`src/design/assert_macros.svh`:
```
// Assertion helpers shared by the RTL. All checks sample on the rising edge
// of clk and are switched off while rst_n is low.
`ifndef ASSERT_MACROS_SVH
`define ASSERT_MACROS_SVH

// Property that must hold at every sampled edge.
`define ASSERT_ALWAYS(label, prop, msg) \
  label: assert property (@(posedge clk) disable iff (!rst_n) (prop)) else $error(msg);

// When the antecedent holds, the consequent must hold at the next edge.
`define ASSERT_NEXT(label, ante, cons, msg) \
  label: assert property (@(posedge clk) disable iff (!rst_n) (ante) |=> (cons)) else $error(msg);

`endif

```
`src/design/erlb_pkg.sv`:
```
package erlb_pkg;

  localparam int unsigned MS_W = 32;

  typedef logic [MS_W-1:0] ms_t;
  typedef logic            cmd_t;

  localparam cmd_t CMD_CHECK = 1'b0;
  localparam cmd_t CMD_RESET = 1'b1;

  // The violation threshold is min_distance divided by four.
  localparam int unsigned THRESHOLD_SHIFT = 2;

  localparam ms_t MIN_DISTANCE_RESET = ms_t'(1000);

endpackage

```
`src/design/erlb_in_if.sv`:
```
interface erlb_in_if;
  import erlb_pkg::*;

  logic valid;
  logic ready;
  cmd_t command;
  ms_t  now_ms;

  modport source (output valid, output command, output now_ms, input ready);
  modport sink (input valid, input command, input now_ms, output ready);
endinterface

```
`src/design/erlb_out_if.sv`:
```
interface erlb_out_if;
  import erlb_pkg::*;

  logic valid;
  logic ready;
  logic blocked;
  ms_t  time_remaining;
  ms_t  backoff_ms;

  modport source (output valid, output blocked, output time_remaining, output backoff_ms,
                  input ready);
  modport sink (input valid, input blocked, input time_remaining, input backoff_ms,
                output ready);
endinterface

```
`src/design/event_rate_limiter_backoff_unit.sv`:
```
// An item passes the input, update and result registers in order before its result is on out_ch.
// Throughput: one item per cycle while out_ch accepts; the limiter state updates once per item.
// Back-pressure from out_ch stalls the stages; each stage still fills while downstream is busy.
// Reset (rst_n low at a clock edge, synchronous) empties the pipeline, clears the limiter
// state and sets min_distance to 1000.
`include "assert_macros.svh"

module event_rate_limiter_backoff_unit (
  input  logic               clk,
  input  logic               rst_n,
  input  logic               cfg_we,
  input  erlb_pkg::ms_t      cfg_wdata,
  erlb_in_if.sink            in_ch,
  erlb_out_if.source         out_ch
);
  import erlb_pkg::*;

  // Configuration.
  ms_t  min_dist_r;

  // Input stage; now + min_distance is summed on capture.
  logic s1_v_r;
  cmd_t s1_cmd_r;
  ms_t  s1_now_r;
  ms_t  s1_npm_r;

  // Limiter state.
  ms_t  nat_r, nat_nxt;
  ms_t  extra_r, extra_nxt;
  ms_t  vcount_r, vcount_nxt;

  // Update stage results.
  logic s2_v_r;
  logic s2_blocked_r, blocked_nxt;
  ms_t  s2_nat_r;
  ms_t  s2_now_r;
  ms_t  s2_extra_r;

  // Result stage.
  logic out_v_r;
  logic out_blocked_r;
  ms_t  out_rem_r;
  ms_t  out_extra_r;

  logic out_free;
  logic s2_free;
  logic exec_go;
  logic in_go;
  logic allow;
  logic over;
  ms_t  threshold;
  ms_t  remaining;

  assign out_free = !out_v_r || out_ch.ready;
  assign s2_free  = !s2_v_r || out_free;
  assign exec_go  = s1_v_r && s2_free;
  assign in_ch.ready = !s1_v_r || s2_free;
  assign in_go    = in_ch.valid && in_ch.ready;

  assign threshold = min_dist_r >> THRESHOLD_SHIFT;
  assign allow     = (s1_now_r >= nat_r);
  assign over      = (vcount_r > threshold);

  always_comb begin
    nat_nxt     = nat_r;
    extra_nxt   = extra_r;
    vcount_nxt  = vcount_r;
    blocked_nxt = 1'b0;
    if (s1_cmd_r == CMD_RESET) begin
      nat_nxt    = '0;
      extra_nxt  = '0;
      vcount_nxt = '0;
    end else if (allow) begin
      if (over) begin
        extra_nxt  = extra_r + min_dist_r;
        vcount_nxt = '0;
      end else begin
        extra_nxt = '0;
      end
      nat_nxt = s1_npm_r + extra_nxt;
    end else begin
      vcount_nxt  = vcount_r + ms_t'(1);
      blocked_nxt = 1'b1;
    end
  end

  assign remaining = (s2_now_r >= s2_nat_r) ? '0 : (s2_nat_r - s2_now_r);

  always_ff @(posedge clk) begin
    if (!rst_n) begin
      min_dist_r <= MIN_DISTANCE_RESET;
      s1_v_r     <= 1'b0;
      s2_v_r     <= 1'b0;
      out_v_r    <= 1'b0;
      nat_r      <= '0;
      extra_r    <= '0;
      vcount_r   <= '0;
    end else begin
      if (cfg_we) begin
        min_dist_r <= cfg_wdata;
      end
      if (in_ch.ready) begin
        s1_v_r <= in_ch.valid;
      end
      if (s2_free) begin
        s2_v_r <= s1_v_r;
      end
      if (out_free) begin
        out_v_r <= s2_v_r;
      end
      if (exec_go) begin
        nat_r    <= nat_nxt;
        extra_r  <= extra_nxt;
        vcount_r <= vcount_nxt;
      end
    end
  end

  always_ff @(posedge clk) begin
    if (in_go) begin
      s1_cmd_r <= in_ch.command;
      s1_now_r <= in_ch.now_ms;
      s1_npm_r <= in_ch.now_ms + min_dist_r;
    end
    if (exec_go) begin
      s2_blocked_r <= blocked_nxt;
      s2_nat_r     <= nat_nxt;
      s2_now_r     <= s1_now_r;
      s2_extra_r   <= extra_nxt;
    end
    if (out_free && s2_v_r) begin
      out_blocked_r <= s2_blocked_r;
      out_rem_r     <= remaining;
      out_extra_r   <= s2_extra_r;
    end
  end

  assign out_ch.valid          = out_v_r;
  assign out_ch.blocked        = out_blocked_r;
  assign out_ch.time_remaining = out_rem_r;
  assign out_ch.backoff_ms     = out_extra_r;

  // A blocked event leaves the next allowed time ahead of now, so time remains.
  `ASSERT_ALWAYS(a_blocked_has_wait, !(out_v_r && out_blocked_r) || (out_rem_r != '0),
                 "blocked result reports no remaining time")
  // An early check counts exactly one more violation.
  `ASSERT_NEXT(a_violation_count, exec_go && s1_cmd_r == CMD_CHECK && !allow,
               vcount_r == $past(vcount_r) + ms_t'(1), "violation count did not advance")
  // A reset command leaves the limiter state all clear.
  `ASSERT_NEXT(a_reset_clears, exec_go && s1_cmd_r == CMD_RESET,
               nat_r == '0 && extra_r == '0 && vcount_r == '0, "reset command left state")
  // The backoff published with an update matches the stored backoff.
  `ASSERT_NEXT(a_backoff_tracks, exec_go, s2_extra_r == extra_r,
               "published backoff differs from stored backoff")

endmodule

```
`src/flat_wrapper.sv`:
```
// flat-port wrapper written by rule: the top's interface ports become plain ports
module event_rate_limiter_backoff_unit_flat import erlb_pkg::*;
  (clk, rst_n, cfg_we, cfg_wdata, in_ch_valid, in_ch_command, in_ch_now_ms, in_ch_ready, out_ch_valid, out_ch_blocked, out_ch_time_remaining, out_ch_backoff_ms, out_ch_ready);
  erlb_in_if in_ch_i ();
  erlb_out_if out_ch_i ();
  input  logic clk;
  input  logic rst_n;
  input  logic cfg_we;
  input  erlb_pkg::ms_t cfg_wdata;
  input wire logic [$bits(in_ch_i.valid)-1:0] in_ch_valid;
  input wire logic [$bits(in_ch_i.command)-1:0] in_ch_command;
  input wire logic [$bits(in_ch_i.now_ms)-1:0] in_ch_now_ms;
  output wire logic [$bits(in_ch_i.ready)-1:0] in_ch_ready;
  output wire logic [$bits(out_ch_i.valid)-1:0] out_ch_valid;
  output wire logic [$bits(out_ch_i.blocked)-1:0] out_ch_blocked;
  output wire logic [$bits(out_ch_i.time_remaining)-1:0] out_ch_time_remaining;
  output wire logic [$bits(out_ch_i.backoff_ms)-1:0] out_ch_backoff_ms;
  input wire logic [$bits(out_ch_i.ready)-1:0] out_ch_ready;
  assign in_ch_i.valid = in_ch_valid;
  assign in_ch_i.command = in_ch_command;
  assign in_ch_i.now_ms = in_ch_now_ms;
  assign in_ch_ready = in_ch_i.ready;
  assign out_ch_valid = out_ch_i.valid;
  assign out_ch_blocked = out_ch_i.blocked;
  assign out_ch_time_remaining = out_ch_i.time_remaining;
  assign out_ch_backoff_ms = out_ch_i.backoff_ms;
  assign out_ch_i.ready = out_ch_ready;
  event_rate_limiter_backoff_unit u_core (.clk(clk), .rst_n(rst_n), .cfg_we(cfg_we), .cfg_wdata(cfg_wdata), .in_ch(in_ch_i), .out_ch(out_ch_i));
endmodule
```
`config.mk`:
```
export PLATFORM = sky130hd
export DESIGN_NAME = event_rate_limiter_backoff_unit_flat
export DESIGN_NICKNAME = d
export VERILOG_FILES = /design/src/design/erlb_pkg.sv /design/src/design/erlb_in_if.sv /design/src/design/erlb_out_if.sv /design/src/design/event_rate_limiter_backoff_unit.sv /design/src/flat_wrapper.sv
export VERILOG_INCLUDE_DIRS = /design/src /design/src/design
export SDC_FILE = /design/constraint.sdc
export NUM_CORES = 1
export LEC_CHECK = 0
export ABC_AREA = 1
export BUFFER_PORTS_ARGS = -buffer_cell sky130_fd_sc_hd__buf_2
export CORE_MARGIN = 2
export CORE_UTILIZATION = 42
export DETAILED_ROUTE_END_ITERATION = 8
export SETUP_SLACK_MARGIN = 0.2
export SKIP_LAST_GASP = 1
export SLEW_MARGIN = 30
export SYNTH_ARGS = -nofsm -noshare
export SYNTH_HDL_FRONTEND = slang
export SYNTH_SLANG_ARGS = --single-unit
```
`constraint.sdc`:
```
create_clock -name clk -period 13.2 [get_ports clk]
set_input_delay 0.66 -clock clk [delete_from_list [all_inputs] [get_ports clk]]
set_output_delay 0.66 -clock clk [all_outputs]
set_load 0.005 [all_outputs]
```
==> run metrics, run 1 <==
R2R Path Start=u_core.min_dist_r[29]; Die H=234 um; Yosys top cell area share=30.7%; number of synthesized register bits=358; vias in the first global route=18533; Flop pwr share=42.4%; PostCTS Resize Cnt=0; pins over their slew limit=0; r2r endpoint=u_core.nat_r[28]; DR iter-0 viols=1139; dpl cells=3486; Finish-stage setup viols=0; Max Buffers Root-to-Sink=3; P_int=0.00218 W; FP Rows=84; CTS tree=built; total CTS buffers=44; Lkg Pwr=11.2 nW; routed wire length=67100 um; Ys Warns=0; WP data arrival=5.47 ns; mapped cell area=22200 um^2; Setup TNS=0 ns; Synth Instances=2717; Crit Path Category=reg2reg; post-synth cell types=58; main area contributors after synthesis=edfxtp_1 31%, dfxtp_1 12%, ha_1 11%, nand2_1 9.1%, a21oi_1 7.0%; CP Launch Type=flip-flop; P&R area growth vs syn=13.0%; share of cells above drive strength 1=9.93%; storage element area=9440 um^2; DR pass1 iterations=6; first-pass GRT wire length=102000 um; status=complete, no violations; clk_lat worst skew=0.59 ns; Clock Skew=0.0218 ns; leading cell types by count after synthesis=536 x nand2_1, 356 x inv_1, 311 x a21oi_1, 227 x edfxtp_1, 207 x nor2_1; antenna violations before repair=0; register area share after synthesis=42.6%; prevailing post-synth register cell=edfxtp_1; drt wl/cell=18.8 um; routed via count=18963; routability cong.=0.930; Net Count, Synth=2979; CP Launch Point=u_core.min_dist_r[29]; Mapped Avg Cell Area=8.16 um^2; post-synth top area cell=edfxtp_1; Multi-input gate area=11100 um^2; hold_buf cts=0; # IOs=137; reg2reg path depth=25; DRC=0; largest net degree at the start of global routing=177; min Tclk post-route=4.94 ns; CP Capture Point=u_core.nat_r[28]; Post-DRT Antenna Nets=0; Clock power frac=41.0%; Core ar.=52300 um^2; Vias/cell=5.31; Post-synth EDFFs=227; maximum VDD drop=0.0735 mV; Initial Util=42.4%; # Max-Cap Violations=0; Worst EP required=13.73 ns; H-tree levels=2; switching share of power=29.0%; Switch Pwr=0.000892 W; die width=234 um; CTS Root Cell=clkbuf_16; Crit Path Max Fanout=24; relative slew slack=23.6%; RSZ-0062 raised after global routing=no; Hold Path Class=in2reg; Nets=3106; Max Freq=203 MHz; fin crit share=37.4%; number of clock sinks=358; ys async rst share=0%; GRT Total Usage=24.4%; n_diodes=0; critical path capture point type=flip-flop; GRT overflow=0; Post-DP HPWL=51300 um; Comb pwr share=16.5%; Slew @ Worst Pin=1.15 ns; die area=54700 um^2; post-layout util=47.9%; PwrDens=122 nW/um^2; R2R Setup Slk=8.26 ns; # port buffers=136; fill count=5234; Final Hold Viols=0; non-filler cells, final=3568; post-CTS setup repair buffer count=0; Clk pin slew, worst setup/hold paths=0.06 ns; top-count cell post-synth=nand2_1
metrics by stage:
step                power (W)  setup slack (ns)  cell area [um^2]  hold slack, ns
floorplan             0.00167              8.62             22200           0.400
global placement      0.00183              8.35             23600           0.403
detailed placement    0.00183              8.37             23600           0.405
CTS                   0.00310              8.35             25100           0.268
global route          0.00321              8.00             25100           0.268
finish                0.00307              8.26             25100           0.295
cell type report:
class	count	share of cell area, %
tap	688	3.43
inverter	362	5.44
timing repair buffer	150	3.18
multi-input combinational	1928	44.3
clock buffer	55	4.72
sequential	358	37.6
clock inverter	27	1.28
kinds of logic (layout without fill, tap and decap cells):
kind of cell,count (synthesis),in the layout,synth area share [%]
compound gates,606,606,14.8
xor+xnor,111,111,4.38
fa+ha+maj,192,192,11.0
buf+inv,431,594,7.51
flops,358,358,42.6
simple gates,1019,1019,19.8
sequential cells by signal (all words and copies together), names as in the netlist, 32 cells and up:
signal,cells
u_core.out_ch.time_remaining,32
u_core.s1_npm_r,32
u_core.extra_r,32
u_core.min_dist_r,32
u_core.out_ch.backoff_ms,32
u_core.s2_now_r,32
u_core.s2_nat_r,32
u_core.s2_extra_r,32
u_core.s1_now_r,32
u_core.vcount_r,32
u_core.nat_r,32
how the worst min path moves through the flow:
stage,startpoint,to,cells past startpoint
floorplan,u_core.s2_extra_r[0],u_core.out_ch.backoff_ms[0],0
global placement,u_core.s2_blocked_r,u_core.out_ch.blocked,0
detailed placement,u_core.s2_extra_r[4],u_core.out_ch.backoff_ms[4],0
CTS,in_ch_now_ms[29],u_core.s1_now_r[29],1
global route,in_ch_now_ms[29],u_core.s1_now_r[29],1
finish,in_ch_now_ms[30],u_core.s1_now_r[30],1
routing by layer:
metal	vias up	GRT usage [%]	part of all wire (%)
met3	132	3.05	4.4
met2	519	43.0	49
met4	0	9.20	3.9
li1	9446	-	-
met1	8866	30.4	43
met5	-	0	0
power by group through the flow:
stage,logic [W],registers [W],clock network [W]
global placement,0.000504,0.00133,0
detailed placement,0.000506,0.00133,0
finish,0.000508,0.00130,0.00126
floorplan,0.000358,0.00132,0
CTS,0.000510,0.00130,0.00129
global route,0.000574,0.00131,0.00133
worst max-delay path, stage by stage (launching register included):
cell     delay [ns]
dfxtp_1        0.42
inv_1          0.09
ha_1           0.31
a21oi_1        0.14
o21ai_0        0.10
nand2_1        0.07
nand2_1        0.06
a21oi_1        0.53
nand2_2        0.13
nand2_4        0.30
or2_1          0.22
inv_1          0.06
ha_1           0.37
nand2_1        0.13
inv_1          0.07
nand2_1        0.07
nor3_1         0.36
nand4_1        0.27
nand3_1        0.30
nand3_1        0.11
nand3_1        0.13
xor2_1         0.23
nand3_1        0.16
nand3_1        0.12
nand2_1        0.06
inv_1          0.04
placed cells by master (no fill, tap or decap), types with 5 or more instances in the layout:
cell        count
nor2_1        206
a211oi_1        5
a21oi_1       310
edfxtp_1      227
a21o_1         14
nand4_1        17
clkinv_2        7
inv_1         354
nand3_1       122
a31oi_1         7
o211ai_1        6
or2_2          15
ha_1          188
buf_4          13
o21a_1         27
nand2_1       536
xnor2_1        42
a21oi_2         6
clkinvlp_4      7
bufinv_16       5
clkbuf_16      44
nor3_1         66
dfxtp_1       131
o21ai_1        16
o21ai_0       188
xor2_1         69
or2_1           7
nor4_1         14
clkbuf_1        7
o21bai_1       11
nor2_2          7
buf_2         136
Note: power is estimated with default switching activity, not from simulation.
==> run 2: changes to the inputs <==
clock period = 4.2 ns   (was 13.2 ns; I/O delays follow)
==> run 2 against run 1 <==
- combinational power rose to 3.8 times the previous value
- register-to-register slack worse by 7.9 ns
- design area up 12%
- non-clock buffer count up 261
- clock skew up 0.0042 ns
- wire length up 4.5%
- worst hold slack worse by 0.26 ns
- maximum frequency up 27%
- utilization up 5.9 points
- clock-buffer cell count down 1
- sequential cell count unchanged
- critical path depth unchanged
- largest power group unchanged
- highest routed layer unchanged
==> run metrics, run 2 (synthesis gave the netlist of run 1 again) <==
FP Rows=84 (unchanged); Setup TNS=0 ns (unchanged); r2r endpoint=u_core.nat_r[28]; PwrDens=349 nW/um^2 (+190%); maximum VDD drop=0.291 mV (+300%); Multi-input gate area=11900 um^2 (+7.4%); drt wl/cell=18.3 um (-2.6%); H-tree levels=2 (unchanged); CTS Root Cell=clkbuf_16; Crit Path Max Fanout=7 (-71%); Placed Area=24800 um^2 (+5.2%); DR iter-0 viols=967 (-15%); Comb pwr share=19.5% (+3.0 points); max incr delay on CP=0.36 ns (-0.17 ns); Vias/cell=5.21 (-2.1%); Max Buffers Root-to-Sink=3 (unchanged); Max Freq=257 MHz (+27%); GRT Total Usage=25.5% (+1.1 points); relative slew slack=43.0% (+19 points); min Tclk post-route=3.88 ns (-1.05 ns); vias in the first global route=20038 (+8.1%); Clock Skew=0.0260 ns (+0.00420 ns); first-pass GRT wire length=107000 um (+5.0%); R2R Path Start=u_core.min_dist_r[29]; DR pass1 iterations=5 (-1); dpl cells=3642 (+4.5%); n_diodes=0 (unchanged); GR peak layer=met2; largest net degree at the start of global routing=128 (-28%); Clk pin slew, worst setup/hold paths=0.06 ns (about the same); Core ar.=52300 um^2 (unchanged); die area=54700 um^2 (unchanged); DRC=0 (unchanged); Crit Path Category=reg2reg; reg2reg path depth=25 (unchanged); total CTS buffers=44 (unchanged); met1 Use GR=31.6% (+1.2 points); fin crit share=92.5% (+55 points); pins over their slew limit=0 (unchanged); Initial Util=42.4% (unchanged); clk_lat worst skew=0.59 ns (about the same); CP max-delay cell=dfxtp_4; Final WS setup=0.316 ns (-7.95 ns); commonest non-fill, non-tap cell in the layout=nand2_1; P_int=0.00696 W (+220%); hold path startpoint=cfg_we; Hold EP=u_core.min_dist_r[8]; Die H=234 um (unchanged); routed wire length=70200 um (+4.5%); storage element area=9470 um^2 (+0.37%); final instance area=28200 um^2 (+12%); Post-DP HPWL=53100 um (+3.5%); delay-heaviest family, CP=simple AND/OR/NAND/NOR gates; Hold Path Class=in2reg; WHS Path Cells=2 (+1); antenna violations before repair=0 (unchanged); R2R Setup Slk=0.32 ns (-7.95 ns); Final Hold Viols=0 (unchanged); worst path bufs/invs=7 (+3); Finish-stage setup viols=0 (unchanged); routability cong.=0.924 (-0.63%); # port buffers=136 (unchanged); Post-DRT Antenna Nets=0 (unchanged); most frequent cells in the layout=512 x nand2_1, 344 x inv_1, 280 x a21oi_1; Clock power frac=38.9% (-2.1 points); # Max-Cap Violations=0 (unchanged); met3 Use GR=2.89% (-0.16 points); fill count=4938 (-5.7%); routed via count=19936 (+5.1%); Lkg Pwr=12.6 nW (+13%); die width=234 um (unchanged); CP Launch Type=flip-flop; status=complete, no violations; switching share of power=29.3% (+0.26 points); Flop pwr share=41.6% (-0.8 points); Worst EP required=4.74 ns (-8.99 ns); number of clock sinks=358 (unchanged); share of cells above drive strength 1=20.5% (+11 points); WP data arrival=4.42 ns (-1.05 ns); RSZ-0062 raised after global routing=yes; non-filler cells, final=3830 (+7.3%); M2 GR Usage=46.1% (+3.0 points); Switch Pwr=0.00288 W (+220%); dpl ws=-0.265 ns (-8.63 ns); GRT overflow=0 (unchanged); Slew @ Worst Pin=0.855 ns (-0.291 ns); critical path capture point type=flip-flop; CTS tree=built; # IOs=137 (unchanged); Nets=3368 (+8.4%); P&R area growth vs syn=27.0%
[run 2: cell types whose count changed in the layout (fill, tap and decap cells not counted), moves of 16 or more]
| cell | previous run | this run |
|---|---|---|
| ha_4 | 0 | 17 |
| nor2_1 | 206 | 189 |
| nand3_1 | 122 | 106 |
| nand2_1 | 536 | 512 |
| a21oi_2 | 6 | 31 |
| a21oi_1 | 310 | 280 |
| dfxtp_1 | 131 | 115 |
| buf_4 | 13 | 189 |
| dlygate4sd3_1 | 0 | 68 |
| o21ai_0 | 188 | 168 |
| nand2_2 | 4 | 23 |
| ha_1 | 188 | 163 |
[run 2: power by group through the flow]
| stage | clock network [W] | logic [W] | registers, W |
|---|---|---|---|
| floorplan | 0 | 0.00113 | 0.00413 |
| global placement | 0 | 0.00172 | 0.00416 |
| detailed placement | 0 | 0.00173 | 0.00416 |
| CTS | 0.00393 | 0.00182 | 0.00409 |
| global route | 0.00405 | 0.00213 | 0.00412 |
| finish | 0.00383 | 0.00192 | 0.00410 |
[run 2: cell type report]
cell class              count  area share [%]
clock inverters            28            1.07
clock buffers              54            4.11
flip-flops and latches    358            33.6
inverters                 362            4.85
multi-input cells        1929            42.4
repair buffers            411            10.9
well taps                 688            3.06
[run 2: worst max-delay path by stage]
stage	from	to	slack (ns)	cells after the start
finish	u_core.min_dist_r[29]	u_core.nat_r[28]	0.32	25
global route	u_core.min_dist_r[21]	u_core.nat_r[28]	0.12	30
detailed placement	u_core.min_dist_r[29]	u_core.s2_nat_r[27]	-0.26	24
global placement	u_core.min_dist_r[29]	u_core.s2_nat_r[27]	-0.28	24
floorplan	u_core.min_dist_r[31]	u_core.s2_nat_r[18]	0.61	28
CTS	u_core.min_dist_r[31]	u_core.nat_r[29]	0.21	25
[run 2: layer usage]
metal	wire [um]	vias up
met5	0	-
met4	1980	0
met3	2940	113
met2	34900	482
met1	30400	9380
li1	-	9961
[run 2: what timing repair did]
item | in CTS | in global routing
gates resized for setup | 66 | 168
cloned | 1 | 1
endpoints found under the setup margin | 42 | 48
hold endpoints to repair | 68 | 0
hold buffers | 68 | 0
setup buffers | 17 | 19
pin swaps | 20 | 50
[run 2: stage by stage]
step	power, W	util [%]	hold WS, ns
2_1_floorplan	0.00526	-	0.309
3_3_place_gp	0.00588	47.3	0.387
3_5_place_dp	0.00590	47.4	0.393
4_1_cts	0.00984	52.3	0.00327
5_1_grt	0.0103	53.8	0.0427
6_report	0.00985	53.8	0.0384
